<file path="config.mk">
export PLATFORM = sky130hd
export DESIGN_NAME = planar_body_drag_integrator
export DESIGN_NICKNAME = d
export VERILOG_FILES = /design/src/sv/pbdi_pkg.sv /design/src/sv/pbdi_mul.sv /design/src/sv/pbdi_sat_add.sv /design/src/sv/planar_body_drag_integrator.sv
export SDC_FILE = /design/constraint.sdc
export NUM_CORES = 2
export LEC_CHECK = 0
export CELL_PAD_IN_SITES_DETAIL_PLACEMENT = 0
export CELL_PAD_IN_SITES_GLOBAL_PLACEMENT = 1
export CORE_MARGIN = 3
export CORE_UTILIZATION = 42
export DETAILED_ROUTE_END_ITERATION = 10
export DONT_BUFFER_PORTS = 1
export PLACE_DENSITY_LB_ADDON = 0.1
export SETUP_SLACK_MARGIN = 0.1
export SLEW_MARGIN = 15
export SYNTH_ARGS = -nofsm -noshare
export SYNTH_HDL_FRONTEND = slang
export SYNTH_SLANG_ARGS = --single-unit
</file>
<file path="constraint.sdc">
create_clock -name clk -period 13.3 [get_ports clk]
set_input_delay 2.66 -clock clk [delete_from_list [all_inputs] [get_ports clk]]
set_output_delay 2.66 -clock clk [all_outputs]
set_load 0.03 [all_outputs]
</file>
<file path="src/sv/pbdi_pkg.sv">
`timescale 1ns / 1ps
// ----------------------------------------------------------------------------
// pbdi_pkg
// Shared types, register indexes and the step microcode for the planar body
// drag integrator.
// ----------------------------------------------------------------------------
package pbdi_pkg;

  localparam int WORD_W = 32;
  localparam int DT_W   = 16;
  localparam int SEQ_W  = 5;
  localparam int SEQ_LEN = 17;
  localparam logic [SEQ_W-1:0] SEQ_LAST = SEQ_W'(SEQ_LEN - 1);
  localparam logic [WORD_W-1:0] MAG_CAP = {1'b1, {(WORD_W-1){1'b0}}};

  typedef logic signed [WORD_W-1:0] word_t;
  typedef logic [WORD_W-1:0]        mag_t;

  typedef enum logic [1:0] {
    MODE_STEP     = 2'd0,
    MODE_LOAD_POS = 2'd1,
    MODE_LOAD_VEL = 2'd2,
    MODE_LOAD_ROT = 2'd3
  } mode_t;

  typedef enum logic [1:0] {
    CFG_DRAG      = 2'd0,
    CFG_SPIN_DRAG = 2'd1,
    CFG_INV_MASS  = 2'd2,
    CFG_INV_INERT = 2'd3
  } cfg_idx_t;

  typedef enum logic [1:0] {
    ST_IDLE,
    ST_MUL,
    ST_WB,
    ST_DONE
  } state_t;

  typedef enum logic [1:0] {
    AXIS_X,
    AXIS_Y,
    AXIS_ROT
  } axis_t;

  typedef enum logic {
    ASEL_VEL,
    ASEL_TMP
  } asel_t;

  typedef enum logic [1:0] {
    BSEL_VEL,
    BSEL_COEF,
    BSEL_INV,
    BSEL_DT
  } bsel_t;

  typedef enum logic [1:0] {
    DST_TMP,
    DST_POS,
    DST_VEL
  } dst_t;

  typedef struct packed {
    axis_t axis;
    asel_t asel;
    bsel_t bsel;
    logic  half;
    dst_t  dst;
  } uop_t;

  // Translational axis: v*v, *drag, *inv_mass, half-step pos, vel, half-step pos.
  // Rotation skips the square and starts from |spin| * spin drag.
  function automatic uop_t uop_at(input logic [SEQ_W-1:0] idx);
    uop_t       u;
    logic [2:0] k;
    if (idx < SEQ_W'(6)) begin
      u.axis = AXIS_X;
      k      = idx[2:0];
    end else if (idx < SEQ_W'(12)) begin
      u.axis = AXIS_Y;
      k      = 3'(idx - SEQ_W'(6));
    end else begin
      u.axis = AXIS_ROT;
      k      = 3'(idx - SEQ_W'(11));
    end
    case (k)
      3'd1: begin
        u.asel = (u.axis == AXIS_ROT) ? ASEL_VEL : ASEL_TMP;
        u.bsel = BSEL_COEF;
        u.half = 1'b0;
        u.dst  = DST_TMP;
      end
      3'd2: begin
        u.asel = ASEL_TMP;
        u.bsel = BSEL_INV;
        u.half = 1'b0;
        u.dst  = DST_TMP;
      end
      3'd3, 3'd5: begin
        u.asel = ASEL_VEL;
        u.bsel = BSEL_DT;
        u.half = 1'b1;
        u.dst  = DST_POS;
      end
      3'd4: begin
        u.asel = ASEL_TMP;
        u.bsel = BSEL_DT;
        u.half = 1'b0;
        u.dst  = DST_VEL;
      end
      default: begin
        u.asel = ASEL_VEL;
        u.bsel = BSEL_VEL;
        u.half = 1'b0;
        u.dst  = DST_TMP;
      end
    endcase
    return u;
  endfunction

endpackage

</file>
<file path="src/sv/pbdi_mul.sv">
`timescale 1ns / 1ps
// ----------------------------------------------------------------------------
// pbdi_mul
// Shared magnitude multiplier: (a*b) >> 16 or 17, clamped to 2^31, registered.
// ----------------------------------------------------------------------------
module pbdi_mul (
  input  logic                 clk,
  input  logic                 en,
  input  pbdi_pkg::mag_t       op_a,
  input  pbdi_pkg::mag_t       op_b,
  input  logic                 half,
  output pbdi_pkg::mag_t       prod_r
);
  import pbdi_pkg::*;

  logic [2*WORD_W-1:0] full;
  logic [2*WORD_W-17:0] shifted;
  mag_t                 prod_nxt;

  always_comb begin
    full     = {{WORD_W{1'b0}}, op_a} * {{WORD_W{1'b0}}, op_b};
    shifted  = half ? {1'b0, full[2*WORD_W-1:17]} : full[2*WORD_W-1:16];
    prod_nxt = (shifted > (2*WORD_W-16)'(MAG_CAP)) ? MAG_CAP : shifted[WORD_W-1:0];
  end

  always_ff @(posedge clk) begin
    if (en) begin
      prod_r <= prod_nxt;
    end
  end

endmodule

</file>
<file path="src/sv/pbdi_sat_add.sv">
`timescale 1ns / 1ps
// ----------------------------------------------------------------------------
// pbdi_sat_add
// Signed accumulate of a signed magnitude, saturated to 32-bit two's complement.
// ----------------------------------------------------------------------------
module pbdi_sat_add (
  input  pbdi_pkg::word_t old_val,
  input  logic            neg,
  input  pbdi_pkg::mag_t  mag,
  output pbdi_pkg::word_t sum
);
  import pbdi_pkg::*;

  logic signed [WORD_W+1:0] ext_old;
  logic signed [WORD_W+1:0] ext_mag;
  logic signed [WORD_W+1:0] total;

  always_comb begin
    ext_old = {{2{old_val[WORD_W-1]}}, old_val};
    ext_mag = {2'b00, mag};
    total   = neg ? (ext_old - ext_mag) : (ext_old + ext_mag);
    if (total > (WORD_W+2)'($signed({1'b0, {(WORD_W-1){1'b1}}}))) begin
      sum = {1'b0, {(WORD_W-1){1'b1}}};
    end else if (total < -(WORD_W+2)'($signed({2'b00, MAG_CAP}))) begin
      sum = {1'b1, {(WORD_W-1){1'b0}}};
    end else begin
      sum = total[WORD_W-1:0];
    end
  end

endmodule

</file>
<file path="src/sv/planar_body_drag_integrator.sv">
`timescale 1ns / 1ps
// A load transaction goes from accept straight to the DONE state; a step runs 17
//   multiply/write-back pairs through one shared multiplier before DONE.
// One item is processed at a time: in_tready is low while an item is in work,
//   and a pending result does not block new input.
// Reset (rst_n low, synchronous): state zero, drag 0, inv_mass/inv_inertia 1.0.
// ----------------------------------------------------------------------------
// planar_body_drag_integrator
// Planar rigid body midpoint integrator with quadratic drag and linear spin
// drag in Q16.16, sequenced over a shared multiplier and saturating adder.
// ----------------------------------------------------------------------------
module planar_body_drag_integrator (
  input  logic         clk,
  input  logic         rst_n,
  input  logic         in_tvalid,
  output logic         in_tready,
  input  logic [79:0]  in_tdata,   // dt[15:0], value_a[47:16], value_b[79:48]
  input  logic [1:0]   in_tuser,   // mode[1:0]
  output logic         out_tvalid,
  input  logic         out_tready,
  output logic [191:0] out_tdata,  // pos_x, pos_y, vel_x, vel_y, angle, spin (32 each)
  input  logic         cfg_valid,
  output logic         cfg_ready,
  input  logic [1:0]   cfg_index,
  input  logic [31:0]  cfg_data
);
  import pbdi_pkg::*;

  state_t state_r, state_nxt;
  logic [SEQ_W-1:0] seq_r;
  logic [DT_W-1:0]  dt_r;
  mag_t             tmp_r;
  mag_t             drag_r, spin_drag_r, inv_mass_r, inv_inert_r;
  word_t            pos_r [3];
  word_t            vel_r [3];
  logic             out_valid_r;
  logic [191:0]     out_data_r;

  uop_t   uop;
  word_t  pos_cur, vel_cur;
  mag_t   vel_mag, op_a, op_b, prod;
  logic   add_neg;
  word_t  add_old, add_sum;
  logic   in_fire, out_load;
  mode_t  in_mode;

  assign uop      = uop_at(seq_r);
  assign pos_cur  = pos_r[uop.axis];
  assign vel_cur  = vel_r[uop.axis];
  assign vel_mag  = vel_cur[WORD_W-1] ? mag_t'(-vel_cur) : mag_t'(vel_cur);
  assign in_mode  = mode_t'(in_tuser);
  assign in_tready = (state_r == ST_IDLE);
  assign in_fire  = in_tvalid && in_tready;
  assign cfg_ready = 1'b1;
  assign out_load = (state_r == ST_DONE) && (!out_valid_r || out_tready);
  assign out_tvalid = out_valid_r;
  assign out_tdata  = out_data_r;

  always_comb begin
    op_a = (uop.asel == ASEL_TMP) ? tmp_r : vel_mag;
    case (uop.bsel)
      BSEL_VEL:  op_b = vel_mag;
      BSEL_COEF: op_b = (uop.axis == AXIS_ROT) ? spin_drag_r : drag_r;
      BSEL_INV:  op_b = (uop.axis == AXIS_ROT) ? inv_inert_r : inv_mass_r;
      BSEL_DT:   op_b = {{(WORD_W-DT_W){1'b0}}, dt_r};
      default:   op_b = vel_mag;
    endcase
    if (uop.dst == DST_POS) begin
      add_old = pos_cur;
      add_neg = vel_cur[WORD_W-1];
    end else begin
      add_old = vel_cur;
      add_neg = !vel_cur[WORD_W-1] && (vel_cur != '0);
    end
  end

  pbdi_mul u_mul (
    .clk    (clk),
    .en     (state_r == ST_MUL),
    .op_a   (op_a),
    .op_b   (op_b),
    .half   (uop.half),
    .prod_r (prod)
  );

  pbdi_sat_add u_add (
    .old_val (add_old),
    .neg     (add_neg),
    .mag     (prod),
    .sum     (add_sum)
  );

  always_comb begin
    state_nxt = state_r;
    case (state_r)
      ST_IDLE: begin
        if (in_fire) begin
          state_nxt = (in_mode == MODE_STEP) ? ST_MUL : ST_DONE;
        end
      end
      ST_MUL:  state_nxt = ST_WB;
      ST_WB:   state_nxt = (seq_r == SEQ_LAST) ? ST_DONE : ST_MUL;
      ST_DONE: begin
        if (out_load) begin
          state_nxt = ST_IDLE;
        end
      end
      default: state_nxt = ST_IDLE;
    endcase
  end

  always_ff @(posedge clk) begin
    if (!rst_n) begin
      state_r <= ST_IDLE;
    end else begin
      state_r <= state_nxt;
    end
  end

  always_ff @(posedge clk) begin
    if (!rst_n) begin
      drag_r      <= '0;
      spin_drag_r <= '0;
      inv_mass_r  <= mag_t'(65536);
      inv_inert_r <= mag_t'(65536);
    end else if (cfg_valid && cfg_ready) begin
      case (cfg_idx_t'(cfg_index))
        CFG_DRAG:      drag_r      <= cfg_data;
        CFG_SPIN_DRAG: spin_drag_r <= cfg_data;
        CFG_INV_MASS:  inv_mass_r  <= cfg_data;
        CFG_INV_INERT: inv_inert_r <= cfg_data;
        default: ;
      endcase
    end
  end

  always_ff @(posedge clk) begin
    if (!rst_n) begin
      pos_r[AXIS_X]   <= '0;
      pos_r[AXIS_Y]   <= '0;
      pos_r[AXIS_ROT] <= '0;
      vel_r[AXIS_X]   <= '0;
      vel_r[AXIS_Y]   <= '0;
      vel_r[AXIS_ROT] <= '0;
      seq_r <= '0;
    end else begin
      if (in_fire) begin
        seq_r <= '0;
        case (in_mode)
          MODE_LOAD_POS: begin
            pos_r[AXIS_X] <= in_tdata[47:16];
            pos_r[AXIS_Y] <= in_tdata[79:48];
          end
          MODE_LOAD_VEL: begin
            vel_r[AXIS_X] <= in_tdata[47:16];
            vel_r[AXIS_Y] <= in_tdata[79:48];
          end
          MODE_LOAD_ROT: begin
            pos_r[AXIS_ROT] <= in_tdata[47:16];
            vel_r[AXIS_ROT] <= in_tdata[79:48];
          end
          default: ;
        endcase
      end else if (state_r == ST_WB) begin
        seq_r <= seq_r + SEQ_W'(1);
        case (uop.dst)
          DST_POS: pos_r[uop.axis] <= add_sum;
          DST_VEL: vel_r[uop.axis] <= add_sum;
          default: ;
        endcase
      end
    end
  end

  always_ff @(posedge clk) begin
    if (in_fire) begin
      dt_r <= in_tdata[15:0];
    end
    if (state_r == ST_WB && uop.dst == DST_TMP) begin
      tmp_r <= prod;
    end
    if (out_load) begin
      out_data_r <= {vel_r[AXIS_ROT], pos_r[AXIS_ROT], vel_r[AXIS_Y], vel_r[AXIS_X],
                     pos_r[AXIS_Y], pos_r[AXIS_X]};
    end
  end

  always_ff @(posedge clk) begin
    if (!rst_n) begin
      out_valid_r <= 1'b0;
    end else if (out_load) begin
      out_valid_r <= 1'b1;
    end else if (out_tready) begin
      out_valid_r <= 1'b0;
    end
  end

endmodule

</file>
==> results.tsv <==
metric	value	unit
status	complete, no violations	
first_pass_iters	6	
syn_inst	6727	
fin_cells	8844	
ys_seq_elements	600	
avgSynthCellArea	9.25	µm²
antenna_found_initial	9	
dieArea	0.153	mm²
fin_crit_sh	96.4	%
synth_nets	8042	
place.port_buffers	0	
dp_hpwl	205000	µm
tns	0	ns
cp-start-kind	flop	
ant_nets	0	
period_needed	12.82	ns
cts_tree	yes	
pin_count	316	
multi_input_area	0.0411	mm²
cap_violations	0	
synth_area	0.0622	mm²
slew_viol_final	0	
clock-skew-final	0.0933	ns
fin_util	47.4	%
die_width	391	µm
ys_seq_area_share	26.8	%
clk_pin_slew	0.07	ns
grt_usage	33.6	%
synth_async_sr_flop_share	0	%
grt_max_degree	176	
slew_headroom	15.2	%
drcViolationCount	0	
worstSetupPathType	reg2reg	
clk_latency	0.70	ns
dr_total_vias	51536	
fmax	78.0	MHz
synth.distinct_cells	98	
dp.cells	8740	
row_count	140	
htree_num_levels	2	
die_y	391	µm
max_stage_delay	0.68	ns
viasPerCell	5.83	
diodes	0	
nets	8199	
grt_overflow_total	0	
gp_congestion	0.987	
wirelength	257000	µm
numCtsBuffers	56	
worst_ep_required_time	13.79	ns
clock_path_buffers	3	
core	0.146	mm²
rsz0062_at_grt	no	
drive_gt1_share	10.6	%
worstMarginPinSlew	1.27	ns
ys.flop_type	edfxtp_1	
area_delta_synth_final	11.6	%
cts-hold-fix-buffers	0	
grt_pass1_vias	50779	
cpMostUsedCell	fa_1	
path_max_fanout	20	
start_util	42.5	%
slowest_stage	fa_1	
finalHoldViolations	0	
drt_iter0_markers	5424	
holdCritPathClass	reg2reg	
seq_area	0.0167	mm²
final_common_cell	nand2_1	
grt_pass1_wl	372000	µm
wl_per_cell	29.0	µm
setup_viol	0	
synth_edf_count	464	
endpoint_kind	flop	
nFillCells	14133	
layout_common_cells	nand2_1, fa_1, inv_1	
clkSinkCount	600	
synth-warning-count	0	
root_buffer	clkbuf_16	
worst_ep_arrival_time	13.31	ns
## kinds of logic (layout without fill, tap and decap cells)
logic type / Yosys count / count (layout) / synth area share (%)
adder cells (fa/ha/maj): 1194 / 1194 / 34.8
XOR/XNOR: 130 / 130 / 1.90
multiplexers: 48 / 48 / 0.786
AND/OR/NAND/NOR: 2294 / 2294 / 15.6
flip-flops: 600 / 600 / 26.8
buffers and inverters: 1279 / 1479 / 7.79
other: 1 / 1 / 0.00603
AO/OA/AOI/OAI: 1181 / 1181 / 12.3
## per-layer routing
| metal | track usage (%) | vias up | wire, µm |
|---|---|---|---|
| met5 | 0 | - | 22 |
| met4 | 9.91 | 4 | 9450 |
| met3 | 5.78 | 342 | 22700 |
| met2 | 49.9 | 2473 | 110000 |
| met1 | 50.2 | 26421 | 115000 |
| li1 | - | 22296 | - |
## sequential cells by signal (all words and copies together), names as in the netlist, 16 cells and up
register	count
pos_r	96
u_mul.prod_r	32
dt_r	16
inv_mass_r	32
tmp_r	32
drag_r	32
spin_drag_r	32
vel_r	96
out_tdata	192
inv_inert_r	32
## area by class of cell
cell class,instances,area share (%)
clock inverter,38,0.672
sequential,600,24.0
clock buffer,63,2.05
tap,1917,3.45
timing repair buffer,497,5.91
inverter,881,4.76
multi-input combinational,4848,59.2
## Yosys cell counts, types with 12 or more instances
cell          n  area share, %
nand4_1      45           0.45
a2111oi_0    14           0.20
o211ai_1     35           0.42
o31ai_1      23           0.28
nor2_1      702            4.2
nand2_1    1135            6.8
ha_1        298            6.0
nor2b_1      16           0.16
buf_2        16           0.13
nand2b_1     55           0.55
xnor2_1      59           0.83
and2_1       43           0.43
xor2_1       68           0.96
a221o_1      15           0.24
o22ai_1      19           0.19
o21ai_1      22           0.18
dfxtp_1     136            4.4
a21o_1       99            1.2
inv_1       878            5.3
edfxtp_1    464             22
nand3_1      72           0.58
a221oi_1     22           0.31
nor3_1       81           0.65
o21ai_2      12           0.17
a22o_1      110            1.5
buf_1        27           0.16
or2_2        30           0.30
mux2i_1      41           0.66
o21bai_1     15           0.18
and3_1       22           0.22
o21a_1       35           0.42
o21ai_0     238            1.9
a211oi_1     12           0.14
nor4_1       15           0.15
clkbuf_1    348            2.1
fa_1        896             29
a21oi_1     345            2.8
a31oi_1      64           0.64
or3_1        19           0.19
## through the flow
| step | setup slack, ns | instance area (µm²) | hold WS [ns] |
|---|---|---|---|
| after floorplan | 0.600 | 62200 | 0.418 |
| after global placement | 0.275 | 67400 | 0.430 |
| after detailed placement | 0.154 | 67400 | 0.436 |
| after CTS | 0.123 | 69300 | 0.442 |
| after global routing | 0.0362 | 69500 | 0.456 |
| final | 0.482 | 69500 | 0.424 |
## what timing repair did
item                                    CTS  global route
gates cloned                              0             0
endpoints found under the setup margin    5            32
setup buffers                             0             3
gates resized for setup                   1            48
pin swaps                                 0             6
## worst paths after layout
path / from / to / slack [ns] / cells past startpoint
worst max-delay path: seq_r[1] / u_mul.prod_r[5] / 0.48 / 44
worst min-delay path: vel_r[2][19] / out_tdata[179] / 0.42 / 0
worst max register to register: seq_r[1] / u_mul.prod_r[5] / 0.48 / 44
worst min register to register: vel_r[2][19] / out_tdata[179] / 0.42 / 0
## worst max-delay path: cells and delay by family (launching register included)
| kind | cells | cell delay, ns |
|---|---|---|
| mux | 1 | 0.19 |
| flops | 1 | 0.41 |
| fa+ha+maj | 11 | 4.98 |
| buf+inv | 11 | 1.58 |
| compound gates | 8 | 1.87 |
| simple gates | 11 | 2.51 |
| xor+xnor | 2 | 1.05 |
Power is left out: the tool's default activity adds up to more than one toggle a clock period on the data nets, which glitch-free logic cannot reach.
